==> src/rtl/pfe_pkg.sv <==
// Types, letter constants and key-square geometry tables for the
// Playfair digraph encryptor. No dependencies.
`default_nettype none

package pfe_pkg;

  localparam int unsigned LetterW  = 5;
  localparam int unsigned Side     = 5;
  localparam int unsigned Cells    = Side * Side;
  localparam int unsigned CellIdxW = $clog2(Cells);
  localparam int unsigned RcW      = $clog2(Side);
  localparam int unsigned CfgDataW = 60;
  localparam int unsigned CfgIdxW  = 2;
  localparam int unsigned CellsPerReg = CfgDataW / LetterW;
  localparam int unsigned PairDepth   = 4;

  localparam logic [LetterW-1:0] LetterI = LetterW'(8);
  localparam logic [LetterW-1:0] LetterJ = LetterW'(9);
  localparam logic [LetterW-1:0] LetterX = LetterW'(23);

  typedef enum logic [CfgIdxW-1:0] {
    CfgCellsLow = 2'd0,
    CfgCellsMid = 2'd1,
    CfgCellLast = 2'd2
  } cfg_reg_e;

  typedef struct packed {
    logic [LetterW-1:0] letter;
    logic               end_of_message;
  } in_item_t;

  typedef struct packed {
    logic [LetterW-1:0] cipher_letter;
    logic               final_letter;
  } out_item_t;

  typedef struct packed {
    logic [LetterW-1:0] first;
    logic [LetterW-1:0] second;
    logic               last;
  } digraph_t;

  // Row and column of each cell index.
  localparam logic [RcW-1:0] RowOf [Cells] = '{
    3'd0, 3'd0, 3'd0, 3'd0, 3'd0,
    3'd1, 3'd1, 3'd1, 3'd1, 3'd1,
    3'd2, 3'd2, 3'd2, 3'd2, 3'd2,
    3'd3, 3'd3, 3'd3, 3'd3, 3'd3,
    3'd4, 3'd4, 3'd4, 3'd4, 3'd4
  };
  localparam logic [RcW-1:0] ColOf [Cells] = '{
    3'd0, 3'd1, 3'd2, 3'd3, 3'd4,
    3'd0, 3'd1, 3'd2, 3'd3, 3'd4,
    3'd0, 3'd1, 3'd2, 3'd3, 3'd4,
    3'd0, 3'd1, 3'd2, 3'd3, 3'd4,
    3'd0, 3'd1, 3'd2, 3'd3, 3'd4
  };

  function automatic logic [LetterW-1:0] fold_j(input logic [LetterW-1:0] c);
    return (c == LetterJ) ? LetterI : c;
  endfunction

  function automatic logic [RcW-1:0] wrap_inc(input logic [RcW-1:0] v);
    return (v == RcW'(Side - 1)) ? '0 : RcW'(v + 1'b1);
  endfunction

  function automatic logic [CellIdxW-1:0] cell_index(input logic [RcW-1:0] r,
                                                     input logic [RcW-1:0] k);
    return CellIdxW'(r * Side + k);
  endfunction

endpackage

`default_nettype wire

==> src/rtl/playfair_digraph_encrypt_core.sv <==
// Playfair digraph encryptor top level: pairing front end, digraph queue,
// key-square lookup and cipher letter output. Depends on pfe_pkg.
`default_nettype none

// Plaintext letters (0-25, j folded to i) enter on the in channel, at most one
// per cycle, and are paired into digraphs with x inserted between a doubled
// letter and x padding an odd final letter. Digraphs wait in a four-entry
// queue; the input is ready while the queue has room for two. Each digraph is
// looked up in the 5x5 key square written over the config port and leaves as
// two cipher letters, one per cycle while out_ready_i is high, so the output
// port sets the rate. A digraph passes through the digraph queue and then the
// result register before its first cipher letter is output. Write the
// square only while the block is idle.
module playfair_digraph_encrypt_core (
  input  wire                       clk_i,
  input  wire                       rst_ni,
  input  wire                       cfg_valid_i,
  output logic                      cfg_ready_o,
  input  wire [pfe_pkg::CfgIdxW-1:0]  cfg_index_i,
  input  wire [pfe_pkg::CfgDataW-1:0] cfg_data_i,
  input  wire                       in_valid_i,
  output logic                      in_ready_o,
  input  wire pfe_pkg::in_item_t    in_data_i,
  output logic                      out_valid_o,
  input  wire                       out_ready_i,
  output pfe_pkg::out_item_t        out_data_o
);

  localparam int unsigned PtrW = $clog2(pfe_pkg::PairDepth);
  localparam int unsigned CntW = $clog2(pfe_pkg::PairDepth + 1);
  localparam int unsigned LW   = pfe_pkg::LetterW;
  localparam int unsigned NC   = pfe_pkg::Cells;
  localparam int unsigned CPR  = pfe_pkg::CellsPerReg;

  // Key square registers.
  logic [pfe_pkg::CfgDataW-1:0] cells_low_q, cells_mid_q;
  logic [LW-1:0]                cell_last_q;

  assign cfg_ready_o = 1'b1;

  always_ff @(posedge clk_i or negedge rst_ni) begin
    if (!rst_ni) begin
      cells_low_q <= '0;
      cells_mid_q <= '0;
      cell_last_q <= '0;
    end else if (cfg_valid_i) begin
      case (pfe_pkg::cfg_reg_e'(cfg_index_i))
        pfe_pkg::CfgCellsLow: cells_low_q <= cfg_data_i;
        pfe_pkg::CfgCellsMid: cells_mid_q <= cfg_data_i;
        pfe_pkg::CfgCellLast: cell_last_q <= cfg_data_i[LW-1:0];
        default: ;
      endcase
    end
  end

  logic [LW-1:0] cells [NC];
  always_comb begin
    for (int n = 0; n < NC; n++) begin
      if (n < CPR) begin
        cells[n] = cells_low_q[n*LW +: LW];
      end else if (n < 2 * CPR) begin
        cells[n] = cells_mid_q[(n-CPR)*LW +: LW];
      end else begin
        cells[n] = cell_last_q;
      end
    end
  end

  // Pairing front end.
  logic          pend_valid_q, pend_valid_d;
  logic [LW-1:0] pend_letter_q, pend_letter_d;
  logic [LW-1:0] in_letter;
  logic          in_fire;
  logic [1:0]    push_n;
  pfe_pkg::digraph_t push0, push1;

  assign in_letter = pfe_pkg::fold_j(in_data_i.letter);
  assign in_fire   = in_valid_i && in_ready_o;

  always_comb begin
    pend_valid_d  = pend_valid_q;
    pend_letter_d = pend_letter_q;
    push_n        = 2'd0;
    push0         = '{first: pend_letter_q, second: in_letter,
                      last: in_data_i.end_of_message};
    push1         = '{first: in_letter, second: pfe_pkg::LetterX, last: 1'b1};
    if (in_fire) begin
      if (!pend_valid_q) begin
        if (in_data_i.end_of_message) begin
          push0  = '{first: in_letter, second: pfe_pkg::LetterX, last: 1'b1};
          push_n = 2'd1;
        end else begin
          pend_valid_d  = 1'b1;
          pend_letter_d = in_letter;
        end
      end else if (pend_letter_q != in_letter) begin
        push_n        = 2'd1;
        pend_valid_d  = 1'b0;
        pend_letter_d = '0;
      end else begin
        push0 = '{first: pend_letter_q, second: pfe_pkg::LetterX, last: 1'b0};
        if (in_data_i.end_of_message) begin
          push_n        = 2'd2;
          pend_valid_d  = 1'b0;
          pend_letter_d = '0;
        end else begin
          push_n = 2'd1;
        end
      end
    end
  end

  always_ff @(posedge clk_i or negedge rst_ni) begin
    if (!rst_ni) begin
      pend_valid_q  <= 1'b0;
      pend_letter_q <= '0;
    end else begin
      pend_valid_q  <= pend_valid_d;
      pend_letter_q <= pend_letter_d;
    end
  end

  // Digraph queue.
  pfe_pkg::digraph_t queue_q [pfe_pkg::PairDepth];
  logic [PtrW-1:0]   wr_ptr_q, rd_ptr_q;
  logic [CntW-1:0]   count_q;
  logic              pop;
  pfe_pkg::digraph_t head;

  assign in_ready_o = (count_q <= CntW'(pfe_pkg::PairDepth - 2));
  assign head       = queue_q[rd_ptr_q];

  always_ff @(posedge clk_i) begin
    if (push_n != 2'd0) begin
      queue_q[wr_ptr_q] <= push0;
    end
    if (push_n == 2'd2) begin
      queue_q[PtrW'(wr_ptr_q + 1'b1)] <= push1;
    end
  end

  always_ff @(posedge clk_i or negedge rst_ni) begin
    if (!rst_ni) begin
      wr_ptr_q <= '0;
      rd_ptr_q <= '0;
      count_q  <= '0;
    end else begin
      wr_ptr_q <= PtrW'(wr_ptr_q + push_n);
      rd_ptr_q <= PtrW'(rd_ptr_q + pop);
      count_q  <= CntW'(count_q + push_n - pop);
    end
  end

  // Key-square lookup: lowest matching cell wins, no match means cell 0.
  logic [pfe_pkg::CellIdxW-1:0] pos1, pos2, idx1, idx2;
  logic [pfe_pkg::RcW-1:0]      r1, k1, r2, k2;

  always_comb begin
    pos1 = '0;
    pos2 = '0;
    for (int n = NC - 1; n >= 0; n--) begin
      if (pfe_pkg::fold_j(cells[n]) == head.first) begin
        pos1 = pfe_pkg::CellIdxW'(n);
      end
      if (pfe_pkg::fold_j(cells[n]) == head.second) begin
        pos2 = pfe_pkg::CellIdxW'(n);
      end
    end
    r1 = pfe_pkg::RowOf[pos1];
    k1 = pfe_pkg::ColOf[pos1];
    r2 = pfe_pkg::RowOf[pos2];
    k2 = pfe_pkg::ColOf[pos2];
    if (r1 == r2) begin
      idx1 = pfe_pkg::cell_index(r1, pfe_pkg::wrap_inc(k1));
      idx2 = pfe_pkg::cell_index(r2, pfe_pkg::wrap_inc(k2));
    end else if (k1 == k2) begin
      idx1 = pfe_pkg::cell_index(pfe_pkg::wrap_inc(r1), k1);
      idx2 = pfe_pkg::cell_index(pfe_pkg::wrap_inc(r2), k2);
    end else begin
      idx1 = pfe_pkg::cell_index(r1, k2);
      idx2 = pfe_pkg::cell_index(r2, k1);
    end
  end

  // Result register: one encrypted digraph, drained one letter per cycle while out_ready_i is high.
  logic [LW-1:0] res_c1_q, res_c2_q;
  logic          res_last_q;
  logic [1:0]    res_cnt_q;

  assign pop = (count_q != '0) &&
               ((res_cnt_q == 2'd0) || ((res_cnt_q == 2'd1) && out_ready_i));

  always_ff @(posedge clk_i) begin
    if (pop) begin
      res_c1_q   <= cells[idx1];
      res_c2_q   <= cells[idx2];
      res_last_q <= head.last;
    end
  end

  always_ff @(posedge clk_i or negedge rst_ni) begin
    if (!rst_ni) begin
      res_cnt_q <= 2'd0;
    end else if (pop) begin
      res_cnt_q <= 2'd2;
    end else if (out_valid_o && out_ready_i) begin
      res_cnt_q <= 2'(res_cnt_q - 1'b1);
    end
  end

  assign out_valid_o = (res_cnt_q != 2'd0);
  assign out_data_o  = '{cipher_letter: (res_cnt_q == 2'd2) ? res_c1_q : res_c2_q,
                         final_letter:  (res_cnt_q == 2'd1) && res_last_q};

endmodule

`default_nettype wire
==> config.mk <==
export PLATFORM = sky130hd
export DESIGN_NAME = playfair_digraph_encrypt_core
export DESIGN_NICKNAME = d
export VERILOG_FILES = /design/src/rtl/pfe_pkg.sv /design/src/rtl/playfair_digraph_encrypt_core.sv
export SDC_FILE = /design/constraint.sdc
export NUM_CORES = 1
export LEC_CHECK = 0
export BUFFER_PORTS_ARGS = -buffer_cell sky130_fd_sc_hd__buf_2
export CAP_MARGIN = 20
export CORE_MARGIN = 2
export CORE_UTILIZATION = 48
export CTS_BUF_LIST = sky130_fd_sc_hd__clkbuf_8
export DETAILED_ROUTE_END_ITERATION = 12
export PLACE_DENSITY_LB_ADDON = 0.1
export SLEW_MARGIN = 10
export SYNTH_ARGS = -nofsm -noshare
export SYNTH_HDL_FRONTEND = slang
export SYNTH_SLANG_ARGS = --single-unit
==> constraint.sdc <==
create_clock -name clk_i -period 8.9 [get_ports clk_i]
set_clock_uncertainty 0.15 [all_clocks]
set_input_delay 0.445 -clock clk_i [delete_from_list [all_inputs] [get_ports clk_i]]
set_output_delay 0.445 -clock clk_i [all_outputs]
set_load 0.05 [all_outputs]
**Yosys cells after proc, flatten, opt, wreduce, memory -nomap -nowiden**

Memory sizes are Yosys's and may differ from the RTL's.
Cells that the tools add are included.

- Word-level logic and storage cells: 273
- Bits in read-only memories: 384
- Output and inout port bits: 9
- Memory bits (writable): 44
- Flip-flop bits (word level): 151
- Memories kept: 5
- Input port bits: 73

Memory list:

| name | words | bits a word | rd ports | clocked after memory_dff | wr ports | line | text |
|---|---|---|---|---|---|---|---|
| (no name shown) | 32 | 3 | 1 | 0 | 0 | playfair_digraph_encrypt_core.sv:172 | `k2 = pfe_pkg::ColOf[pos2];` |
| (no name shown) | 32 | 3 | 1 | 0 | 0 | playfair_digraph_encrypt_core.sv:171 | `r2 = pfe_pkg::RowOf[pos2];` |
| (no name shown) | 32 | 3 | 1 | 0 | 0 | playfair_digraph_encrypt_core.sv:170 | `k1 = pfe_pkg::ColOf[pos1];` |
| (no name shown) | 32 | 3 | 1 | 0 | 0 | playfair_digraph_encrypt_core.sv:169 | `r1 = pfe_pkg::RowOf[pos1];` |
| queue_q | 4 | 11 | 1 | 0 | 2 | playfair_digraph_encrypt_core.sv:124 | `pfe_pkg::digraph_t queue_q [pfe_pkg::PairDepth];` |

- Bitwise gates (word level): 4
- Multiply operators: 4
- Add/subtract/negate cells: 16
- Eq/ne operators: 90
- Reductions and logical operators: 16
- Multiplexer cells: 121
- Magnitude comparators: 5

Operator list:

| operator | number |
|---|---|
| $mux 5 | 89 |
| $eq 5x5->1 | 50 |
| $eq 5x4->1 const B | 26 |
| $bmux 5 s5 | 2 |
| $mux 3 | 12 |
| $mux 11 | 3 |
| $add 5x3->5 | 6 |
| $ge 6x6->1 const B | 4 |
| $not 5->6 | 4 |
| $mul 3x3->5 const B | 4 |
| $add 3x1->3 const B | 4 |
| $eq 3x3->1 const B | 4 |
| $mux 2 | 6 |
| $mux 1 | 8 |
| $eq 2x2->1 const B | 3 |
| $eq 3x3->1 | 2 |
| $mux 6 | 1 |
| $reduce_and 2->1 | 3 |
| $reduce_bool 2->1 | 3 |
| $logic_and 1x1->1 | 5 |
| $ne 5x5->1 | 1 |
| $eq 2x1->1 const B | 2 |
| $logic_not 2->1 | 2 |
| $add 3x2->3 | 1 |
| other kinds (11) | 11 |

**Longest topological paths before layout**

Gate-level depths: netlist (run 1).

- Word-level depth: 42
- Depth in mapped cells: 37
- Mapped depth without buffers: 33

**Worst setup path after synthesis (run 1)**

OpenSTA, ideal clock, no wires.

- Path kind: register -> register
- Start: register rd_ptr_q[0]
- End: register res_c1_q[1] (data pin)
- Clock period less this slack: 7.302 ns
- Path buffers: 5
- Slack: 1.598 ns
- Cell stages (with the launch flop): 37
- Library setup time: 0.261 ns
- Data required time: 8.489 ns
- Arrival: 6.892 ns
- Cells stage by stage: dfrtp_1 -> buf_6 -> buf_6 -> mux4_2 -> buf_4 -> buf_6 -> buf_6 -> xnor2_1 -> nor3_1 -> nor2_1 -> a211oi_1 -> nand3_1 -> a41oi_1 -> o21ai_0 -> inv_1 -> ha_1 -> inv_1 -> mux2i_1 -> a221oi_2 -> nor2_1 -> ha_1 -> nor2_1 -> mux2i_1 -> inv_1 -> ha_1 -> ha_1 -> ha_1 -> a21o_1 -> a21oi_1 -> xor2_1 -> xnor2_1 -> nor3_1 -> o31ai_2 -> nand2_1 -> a221oi_1 -> a22oi_1 -> o311a_1

- Cells in the longest elaborated chain, start to end: 41
- Elaborated cells between the ends (all ways): 134
- Those cells by class: 5 x add/sub; 2 x mul; 54 x eq/ne; 65 x mux; 3 x bitwise; 5 x memory

RTL lines:

| item | line | text |
|---|---|---|
| start: declaration | playfair_digraph_encrypt_core.sv:125 | `logic [PtrW-1:0] wr_ptr_q, rd_ptr_q;` |
| start signal: assignment | playfair_digraph_encrypt_core.sv:149 | `rd_ptr_q <= PtrW'(rd_ptr_q + pop);` |
| $mem_v2 4x11 (*) | - |  |
| $eq 5x5->1 | playfair_digraph_encrypt_core.sv:162 | `if (pfe_pkg::fold_j(cells[n]) == head.first) begin` |
| $mux 5 (25 in a row) | playfair_digraph_encrypt_core.sv:162 |  |
| $not 5->6 (implied by the code) | playfair_digraph_encrypt_core.sv:169, playfair_digraph_encrypt_core.sv:170 |  |
| $mem_v2 32x3 | - |  |
| $mux 3 (implied by the code) (2 in a row) | playfair_digraph_encrypt_core.sv:169 |  |
| $add 3x1->3 / $eq 3x3->1 (equally long branches) | pfe_pkg.sv:64 | `return (v == RcW'(Side - 1)) ? '0 : RcW'(v + 1'b1);` |
| $mux 3 | pfe_pkg.sv:64 |  |
| $mul 3x3->5 | pfe_pkg.sv:69 | `return CellIdxW'(r * Side + k);` |
| $add 5x3->5 | pfe_pkg.sv:69 |  |
| $mux 5 | playfair_digraph_encrypt_core.sv:176 | `end else if (k1 == k2) begin` |
| $mux 5 (*) | playfair_digraph_encrypt_core.sv:173 | `if (r1 == r2) begin` |
| $not 5->6 (implied by the code) (*) | playfair_digraph_encrypt_core.sv:195 | `res_c1_q <= cells[idx1];` |
| $bmux 5 s5 (*) | playfair_digraph_encrypt_core.sv:195 |  |
| $mux 5 (implied by the code) (*) (2 in a row) | playfair_digraph_encrypt_core.sv:195 |  |
| end signal: assignment | playfair_digraph_encrypt_core.sv:195 |  |
| end: declaration | playfair_digraph_encrypt_core.sv:186 | `logic [LW-1:0] res_c1_q, res_c2_q;` |

Every way passes the cells marked *; elsewhere a longest branch is shown, timed or not. The select of a mux whose other input is x is not followed.
A chain may end at the register's enable or synchronous reset.

**Final worst setup path (run 1)**

- Start: register rd_ptr_q[1]
- End: register res_c2_q[2] (data pin)

- Cells in the longest elaborated chain, start to end: 41
- Elaborated cells between the ends (all ways): 134
- Those cells by class: 5 x add/sub; 2 x mul; 54 x eq/ne; 65 x mux; 3 x bitwise; 5 x memory

RTL lines:

| item | line | text |
|---|---|---|
| $mem_v2 4x11 (*) | - |  |
| $eq 5x5->1 | playfair_digraph_encrypt_core.sv:165 | `if (pfe_pkg::fold_j(cells[n]) == head.second) begin` |
| $mux 5 (25 in a row) | playfair_digraph_encrypt_core.sv:165 |  |
| $not 5->6 (implied by the code) | playfair_digraph_encrypt_core.sv:171, playfair_digraph_encrypt_core.sv:172 |  |
| $mem_v2 32x3 | - |  |
| $mux 3 (implied by the code) (2 in a row) | playfair_digraph_encrypt_core.sv:171 |  |
| $add 3x1->3 / $eq 3x3->1 (equally long branches) | pfe_pkg.sv:64 |  |
| $mux 3 | pfe_pkg.sv:64 |  |
| $mul 3x3->5 | pfe_pkg.sv:69 |  |
| $add 5x3->5 | pfe_pkg.sv:69 |  |
| $mux 5 | playfair_digraph_encrypt_core.sv:176 |  |
| $mux 5 (*) | playfair_digraph_encrypt_core.sv:173 |  |
| $not 5->6 (implied by the code) (*) | playfair_digraph_encrypt_core.sv:196 | `res_c2_q <= cells[idx2];` |
| $bmux 5 s5 (*) | playfair_digraph_encrypt_core.sv:196 |  |
| $mux 5 (implied by the code) (*) (2 in a row) | playfair_digraph_encrypt_core.sv:196 |  |
| end signal: assignment | playfair_digraph_encrypt_core.sv:196 |  |
| end: declaration | playfair_digraph_encrypt_core.sv:186 |  |

Marked as above.

==> results.txt, run 1 <==
----------------------------------------------------
[Status]
  Outcome ... complete, no violations

[CTS]
  Htree depth ... 4
  CTS buffer count ... 17
  Max clock buf depth ... 2
  CTS sink count ... around 200
  Later-pin clock latency in the skew report ... approximately 0.51 ns
  Buffer cell driving the clock tree root ... clkbuf_8
  Clock slew at the register clock pins of the worst setup and hold paths ... 0.12 ns
  CTS tree ... built

[Timing]
  Final clock period utilization by the worst path ... a little over nine tenths
  Maximum clock frequency ... around 120 MHz
  Final Hold Vio Count ... 0
  Actual slew at the worst max-slew pin ... approximately 1.1 ns
  Number of failing setup endpoints in the final timing report ... 0
  Normalized max-slew margin ... between 20% and 30%
  Slew Viols, Final ... 0
  Clock period minus final worst setup slack ... roughly 8.4 ns

[Layout]
  Relative area change from synthesis to final layout ... 9.67%
  Design area ... around 19,000 µm²
  Ant diodes ... 0
  Share of cells above drive strength 1 ... 21.1%
  Number of nets in the finished design ... between 2,000 and 2,500

[Synth]
  Instance count of the mapped netlist ... 1,933
  Proportion of synthesized chip area in sequential cells ... about 28%
  Share of Yosys cell area claimed by the top area cell type ... roughly 20%
  Number of enable flip-flop cells after synthesis ... 31
  Post-synthesis area per instance ... ~9.0 µm²
  Ranking of synthesized cells by area ... dfrtp_1 20%, xnor2_1 11%, mux2_2 7.5%
  Number of distinct library cell variants in the gate-level netlist after synthesis ... between 100 and 150
  Number of synthesized register bits ... around 200
  Netlist Area Pre-Place ... about 17,000 µm²
  Dominant cell type by area after synthesis ... dfrtp_1
  Main flop type after synthesis ... dfrtp_1
  Ys async rst share ... between 70% and 80%
  Post-synthesis net count ... 2,071
  Syn. warnings ... 0

[Job]
  Max-capacitance violation count ... 0

[GRT]
  Wire length of the first global-routing pass ... ~95,000 µm
  GRT Overall Usage ... between 30% and 40%
  Antenna violations before repair ... 1
  Number of global-route vias before repair ... ~15,000
  Maximum number of pins on one net before global-route repair ... 89
  GRT Residual Overflow ... 0

[Floorplan]
  Number of rows in the core area ... 69
  Die Y ... 195 µm
  Horizontal die dimension ... approximately 200 µm
  IO Pins ... 82
  Core footprint ... roughly 36,000 µm²
  Starting utilization of the core area ... around 49%
  Total die area ... between 30,000 and 40,000 µm²

[Drt]
  DRT antenna net count ... 0
  Drt first pass iters ... 6
  Total Routed Length ... 65,200 µm
  Routed length on met2 ... 27,800 µm
  Total via count in the routed design ... approximately 16,000
  Routed metal-1 wire length ... around 27,000 µm
  Detailed-routed wire length on met3 ... ~7200 µm
  DR vias/cell ... roughly 6.6
  Highest routed layer ... met4
  Number of DRC violations after detailed-routing iteration 0 ... 1,874
  DRC viols ... 0
  Wire length per cell ... 26.2 µm

[Critical path]
  Type of origin of the critical path ... register
  Startpoint of the worst-slack reg-to-reg timing path ... rd_ptr_q[1]
  Endpoint required time on the critical path ... 9.00 ns
  RR Endpoint ... res_c2_q[2]
  Cell with the largest stage delay on the worst path ... dfrtp_1
  Max FO, Critical Path ... 17
  Delay of the slowest cell on the worst path ... about 0.9 ns
  Category of the worst setup path capture point ... register
  Reg2reg path depth ... 32
  Critical path's most frequent cell ... ha_1
  Start point of the critical path ... rd_ptr_q[1]
  Data arrival time of the critical path ... between 8 and 9 ns
  Critical Setup Path Class ... reg -> reg
  Flop-to-flop setup slack ... between 0.4 and 0.5 ns

[Place]
  Weighted congestion reported at the end of routability-driven placement ... between 1 and 1.5
  Placement Cell Area ... between 15,000 and 20,000 µm²
  Buffers on Ports ... 80
  Estimated wirelength of the detail-placed design ... between 40,000 and 50,000 µm

[Min path]
  Min-Delay Path Depth ... 3
  Startpoint of the tightest hold check path ... cfg_data_i[12]
  Hold Crit Class ... in -> reg
  Hold-critical path endpoint ... cells_low_q[12]

----------------------------------------------------
==> through the flow <==
step / worst slack [ns] / TNS [ns] / hold slack [ns] / instances / util (%)
floorplan: 1.60 / 0 / -0.000591 / 1933 / -
global placement: 0.497 / 0 / 0.312 / 2421 / 51.3
detailed placement: 0.369 / 0 / 0.325 / 2424 / 51.4
CTS: 0.350 / 0 / 0.00369 / 2463 / 52.8
global route: -0.0132 / -0.0132 / 0.00889 / 2487 / 53.6
finish: 0.462 / 0 / 0.0230 / 2487 / 53.6
==> worst max-delay path: cells and delay by family, from the launching register on <==
| kind | cells | cell delay, ns |
|---|---|---|
| buffers and inverters | 3 | 0.23 |
| flip-flops | 1 | 0.90 |
| adder cells (fa/ha/maj) | 5 | 1.25 |
| XOR/XNOR | 3 | 0.54 |
| multiplexers | 2 | 0.87 |
| AND/OR/NAND/NOR | 9 | 1.93 |
| AO/OA/AOI/OAI | 10 | 2.30 |
==> timing repair <==
action                                  CTS  global route
buffers inserted                          0            20
endpoints found under the setup margin    0            10
endpoints found under the hold margin    78             0
resized for setup                         0             9
hold buffers                              7             0
==> how the worst max path moves through the flow <==
stage / endpoint / slack, ns / cells after the start
2_1_floorplan: res_c1_q[1] / 1.60 / 36
3_3_place_gp: res_c2_q[3] / 0.50 / 31
3_5_place_dp: res_c2_q[3] / 0.37 / 31
4_1_cts: res_c2_q[3] / 0.35 / 29
5_1_grt: res_c2_q[2] / -0.01 / 29
6_report: res_c2_q[2] / 0.46 / 32
==> state kept, by name, indices dropped and copies added (netlist names), 3 cells and up <==
signal	flops
count_q	3
cells_low_q	60
res_c2_q	5
cell_last_q	5
res_c1_q	5
queue_q	44
pend_letter_q	5
cells_mid_q	60
==> synth_stat cells, types with 24 or more instances <==
library cell / count
clkbuf_1: 76
xnor2_1: 224
o211ai_1: 24
o21ai_0: 100
mux2_2: 117
inv_1: 102
dfrtp_1: 140
nor3_1: 47
edfxtp_1: 31
o41ai_1: 25
ha_1: 58
nor2_1: 60
nand2_1: 224
dfxtp_1: 24
a221oi_1: 49
xor2_1: 54
nand3_1: 58
a21oi_1: 62
mux2i_1: 41
buf_6: 28
==> layout make-up <==
| cell class | count | area [µm²] |
|---|---|---|
| sequential | 195 | 4920 |
| clock inverter | 14 | 181 |
| timing repair buffer | 206 | 1410 |
| tap | 461 | 577 |
| fill | 3356 | 16600 |
| multi-input combinational | 1491 | 11400 |
| inverter | 102 | 383 |
| clock buffer | 18 | 248 |
==> layer usage <==
layer / vias up / global-route usage, %
li1: 7150 / -
met1: 7965 / 45.8
met2: 977 / 49.0
met3: 203 / 8.80
met4: 0 / 12.9
met5: - / 0
==> placed cells by master, fill, tap and decap left out, drive strengths merged, types with 8 or more instances in the layout <==
master,n
or3,14
and2,14
buf,199
a21oi,65
o31ai,8
mux2,121
o22ai,11
nor4,28
inv,109
ha,58
o211ai,25
a211oi,10
a32oi,21
a22o,22
a221oi,51
a22oi,13
mux2i,41
nor2,61
dfxtp,24
mux4,17
clkbuf,18
o41ai,25
nand3,60
xnor2,228
or4,12
nand2,224
o21ai,105
edfxtp,31
a21o,11
nor3,53
o311ai,12
nor2b,18
dfrtp,140
xor2,55
==> kinds of logic after synthesis <==
| family | share of synthesized area (%) |
|---|---|
| buffers and inverters | 7.08 |
| adder cells (fa/ha/maj) | 4.96 |
| XOR/XNOR | 14.5 |
| multiplexers | 12.0 |
| AND/OR/NAND/NOR | 14.7 |
| other | 0.0215 |
| AO/OA/AOI/OAI | 18.7 |
| flip-flops | 28.1 |
Power of run 1 is left out: the tool's default activity adds up to more than one toggle a clock period on the data nets, which glitch-free logic cannot reach.
==> run 2: changes to the inputs <==
==> constraint.sdc (replaced) <==
create_clock -name clk_i -period 9.73 [get_ports clk_i]
set_clock_uncertainty 0.15 [all_clocks]
set_input_delay 0.4865 -clock clk_i [delete_from_list [all_inputs] [get_ports clk_i]]
set_output_delay 0.4865 -clock clk_i [all_outputs]
set_load 0.05 [all_outputs]
==> results.txt, run 2 (same netlist as run 1, synthesis figures left out) <==
----------------------------------------------------
[Timing]
  Number of failing setup endpoints in the final timing report ... 0 (unchanged)
  Slew Viols, Final ... 0 (unchanged)
  Maximum clock frequency ... 112 MHz (-5.7%)
  Final Hold Vio Count ... 0 (unchanged)
  Final clock period utilization by the worst path ... 91.9% (-2.9 points)
  Fin Setup TNS ... 0 ns (unchanged)
  Normalized max-slew margin ... 24.2% (-2.4 points)
  Clock period minus final worst setup slack ... 8.95 ns (+0.508 ns)
  Actual slew at the worst max-slew pin ... 1.12 ns (+0.0351 ns)
  Unrepaired setup endpoints after global routing ... no

[Drt]
  Wire length per cell ... 25.6 µm (-2.4%)
  Total Routed Length ... 61,400 µm (-5.7%)
  DR vias/cell ... 6.47 (-1.3%)
  DRC viols ... 0 (unchanged)
  Total via count in the routed design ... 15,500 (-4.6%)
  Number of DRC violations after detailed-routing iteration 0 ... 1,719 (-8.3%)
  Drt first pass iters ... 6 (unchanged)
  DRT antenna net count ... 0 (unchanged)

[Floorplan]
  IO Pins ... 82 (unchanged)
  Starting utilization of the core area ... 48.9% (unchanged)
  Die Y ... 195 µm (unchanged)
  Horizontal die dimension ... 195 µm (unchanged)
  Total die area ... 37,900 µm² (unchanged)
  Number of rows in the core area ... 69 (unchanged)
  Core footprint ... 35,700 µm² (unchanged)

[CTS]
  Max clock buf depth ... 2 (unchanged)
  Htree depth ... 4 (unchanged)
  CTS sink count ... 195 (unchanged)
  Buffers inserted during post-CTS setup optimization ... 0 (unchanged)
  CTS tree ... built
  Number of gates given a new drive strength after cts ... 0 (unchanged)
  CTS buffer count ... 17 (unchanged)
  Later-pin clock latency in the skew report ... 0.50 ns (about the same)
  Clock slew at the register clock pins of the worst setup and hold paths ... 0.11 ns (about the same)
  Buffer cell driving the clock tree root ... clkbuf_8

[Critical path]
  Critical path's most frequent cell ... ha_1
  Type of origin of the critical path ... register
  Flop-to-flop setup slack ... 0.78 ns (+0.32 ns)
  Critical Setup Path Class ... reg -> reg
  Category of the worst setup path capture point ... register
  Cell with the largest stage delay on the worst path ... mux4_2
  Data arrival time of the critical path ... 9.04 ns (+0.51 ns)
  Endpoint required time on the critical path ... 9.83 ns (+0.83 ns)
  Max FO, Critical Path ... 25 (+8)
  Delay of the slowest cell on the worst path ... 0.95 ns (+0.05 ns)

[GRT]
  Number of global-route vias before repair ... 14,800 (-3.3%)
  GRT Residual Overflow ... 0 (unchanged)
  Antenna violations before repair ... 1 (unchanged)
  Maximum number of pins on one net before global-route repair ... 73 (-18%)
  Wire length of the first global-routing pass ... 92,600 µm (-2.6%)
  GRT Overall Usage ... 32.2% (-0.85 points)

[Layout]
  Ant diodes ... 0 (unchanged)
  Registers with the most flip-flops ... cells_low_q (60), cells_mid_q (60), queue_q (44)
  Number of nets in the finished design ... 2,067 (-3.9%)
  Area of the multi-input gates ... 11,300 µm² (-0.98%)
  Final instance count without filler cells ... 2,403 (-3.4%)
  Commonest cells after routing, fill and taps aside ... 224 x nand2_1, 224 x xnor2_1, 140 x dfrtp_1, 117 x mux2_2, 104 x inv_1
  Filler Cells Inserted ... 3,386 (+0.89%)
  Share of cells above drive strength 1 ... 17.7% (-3.4 points)
  Area used by sequential logic in the layout ... 4910 µm² (about the same)
  Relative area change from synthesis to final layout ... 5.19%

[Job]
  Max-capacitance violation count ... 0 (unchanged)

[Place]
  Weighted congestion reported at the end of routability-driven placement ... 1.01 (-0.79%)
  Estimated wirelength of the detail-placed design ... 46,300 µm (-4.5%)
  Buffers on Ports ... 80 (unchanged)
  Number of instances in the placed design ... 2,370 (-2.2%)

[Min path]
  Hold Crit Class ... in -> reg

[Status]
  Outcome ... complete, no violations

----------------------------------------------------
[run 2: changes by cell type in the layout (fill, tap and decap cells not counted), moves of 2 or more]
cell,delta
inv_6,-3
buf_12,-2
clkinv_8,-3
inv_8,+3
nor3_2,-2
inv_1,+2
dlygate4sd3_1,-6
nor4_2,-3
buf_2,-3
nor3_1,+2
buf_4,-71
mux4_1,-2
nor4_1,+3
clkinv_4,+3
[run 2: path summary, 6_finish.rpt]
path                                 from          endpoint  depth (start not counted)
max                           rd_ptr_q[0]       res_c2_q[3]                         31
min                        cfg_data_i[24]   cells_low_q[24]                          3
max reg2reg                   rd_ptr_q[0]       res_c2_q[3]                         31
min reg2reg                 queue_q[0][1]     queue_q[0][1]                          2
max in group asynchronous          rst_ni    cells_mid_q[8]                          3
min in group asynchronous          rst_ni  pend_letter_q[1]                          2
[run 2: layout make-up]
| class | instances | share of cell area, % |
|---|---|---|
| Sequential cell | 195 | 26.8 |
| Multi-Input combinational cell | 1488 | 61.6 |
| Inverter | 102 | 2.08 |
| Clock buffer | 18 | 1.35 |
| Timing Repair Buffer | 125 | 4.22 |
| Clock inverter | 14 | 0.824 |
| Tap cell | 461 | 3.14 |
[run 2: worst max-delay path: cells and delay by family, from the launching register on]
kind | cells | cell delay (ns)
compound gates | 10 | 2.24
xor+xnor | 3 | 0.64
fa+ha+maj | 5 | 1.31
buf+inv | 3 | 0.47
flops | 1 | 0.55
mux | 2 | 1.15
simple gates | 8 | 2.14
[run 2: per-stage QoR]
step,cell area [µm²],hold WS (ns),utilization [%],setup slack [ns]
detailed placement,18000,0.325,50.3,0.916
global route,18400,0.0497,51.4,0.154
CTS,18400,0.0380,51.4,0.864
global placement,17900,0.314,50.2,1.09
floorplan,17500,0.0409,-,2.43
finish,18400,0.0489,51.4,0.784
[run 2: repair_timing]
item | CTS | global route
endpoints found under the setup margin | 0 | 0
hold endpoints to repair | 71 | 0
hold buffers | 1 | 0
[run 2: routing by layer]
| layer | vias up | GRT usage (%) | wire, µm |
|---|---|---|---|
| li1 | 6957 | - | - |
| met1 | 7624 | 45.6 | 26400 |
| met2 | 822 | 48.9 | 26800 |
| met3 | 141 | 5.47 | 5840 |
| met4 | 0 | 12.7 | 2390 |
| met5 | - | 0 | 0 |
Power of run 2 is left out for the same reason.
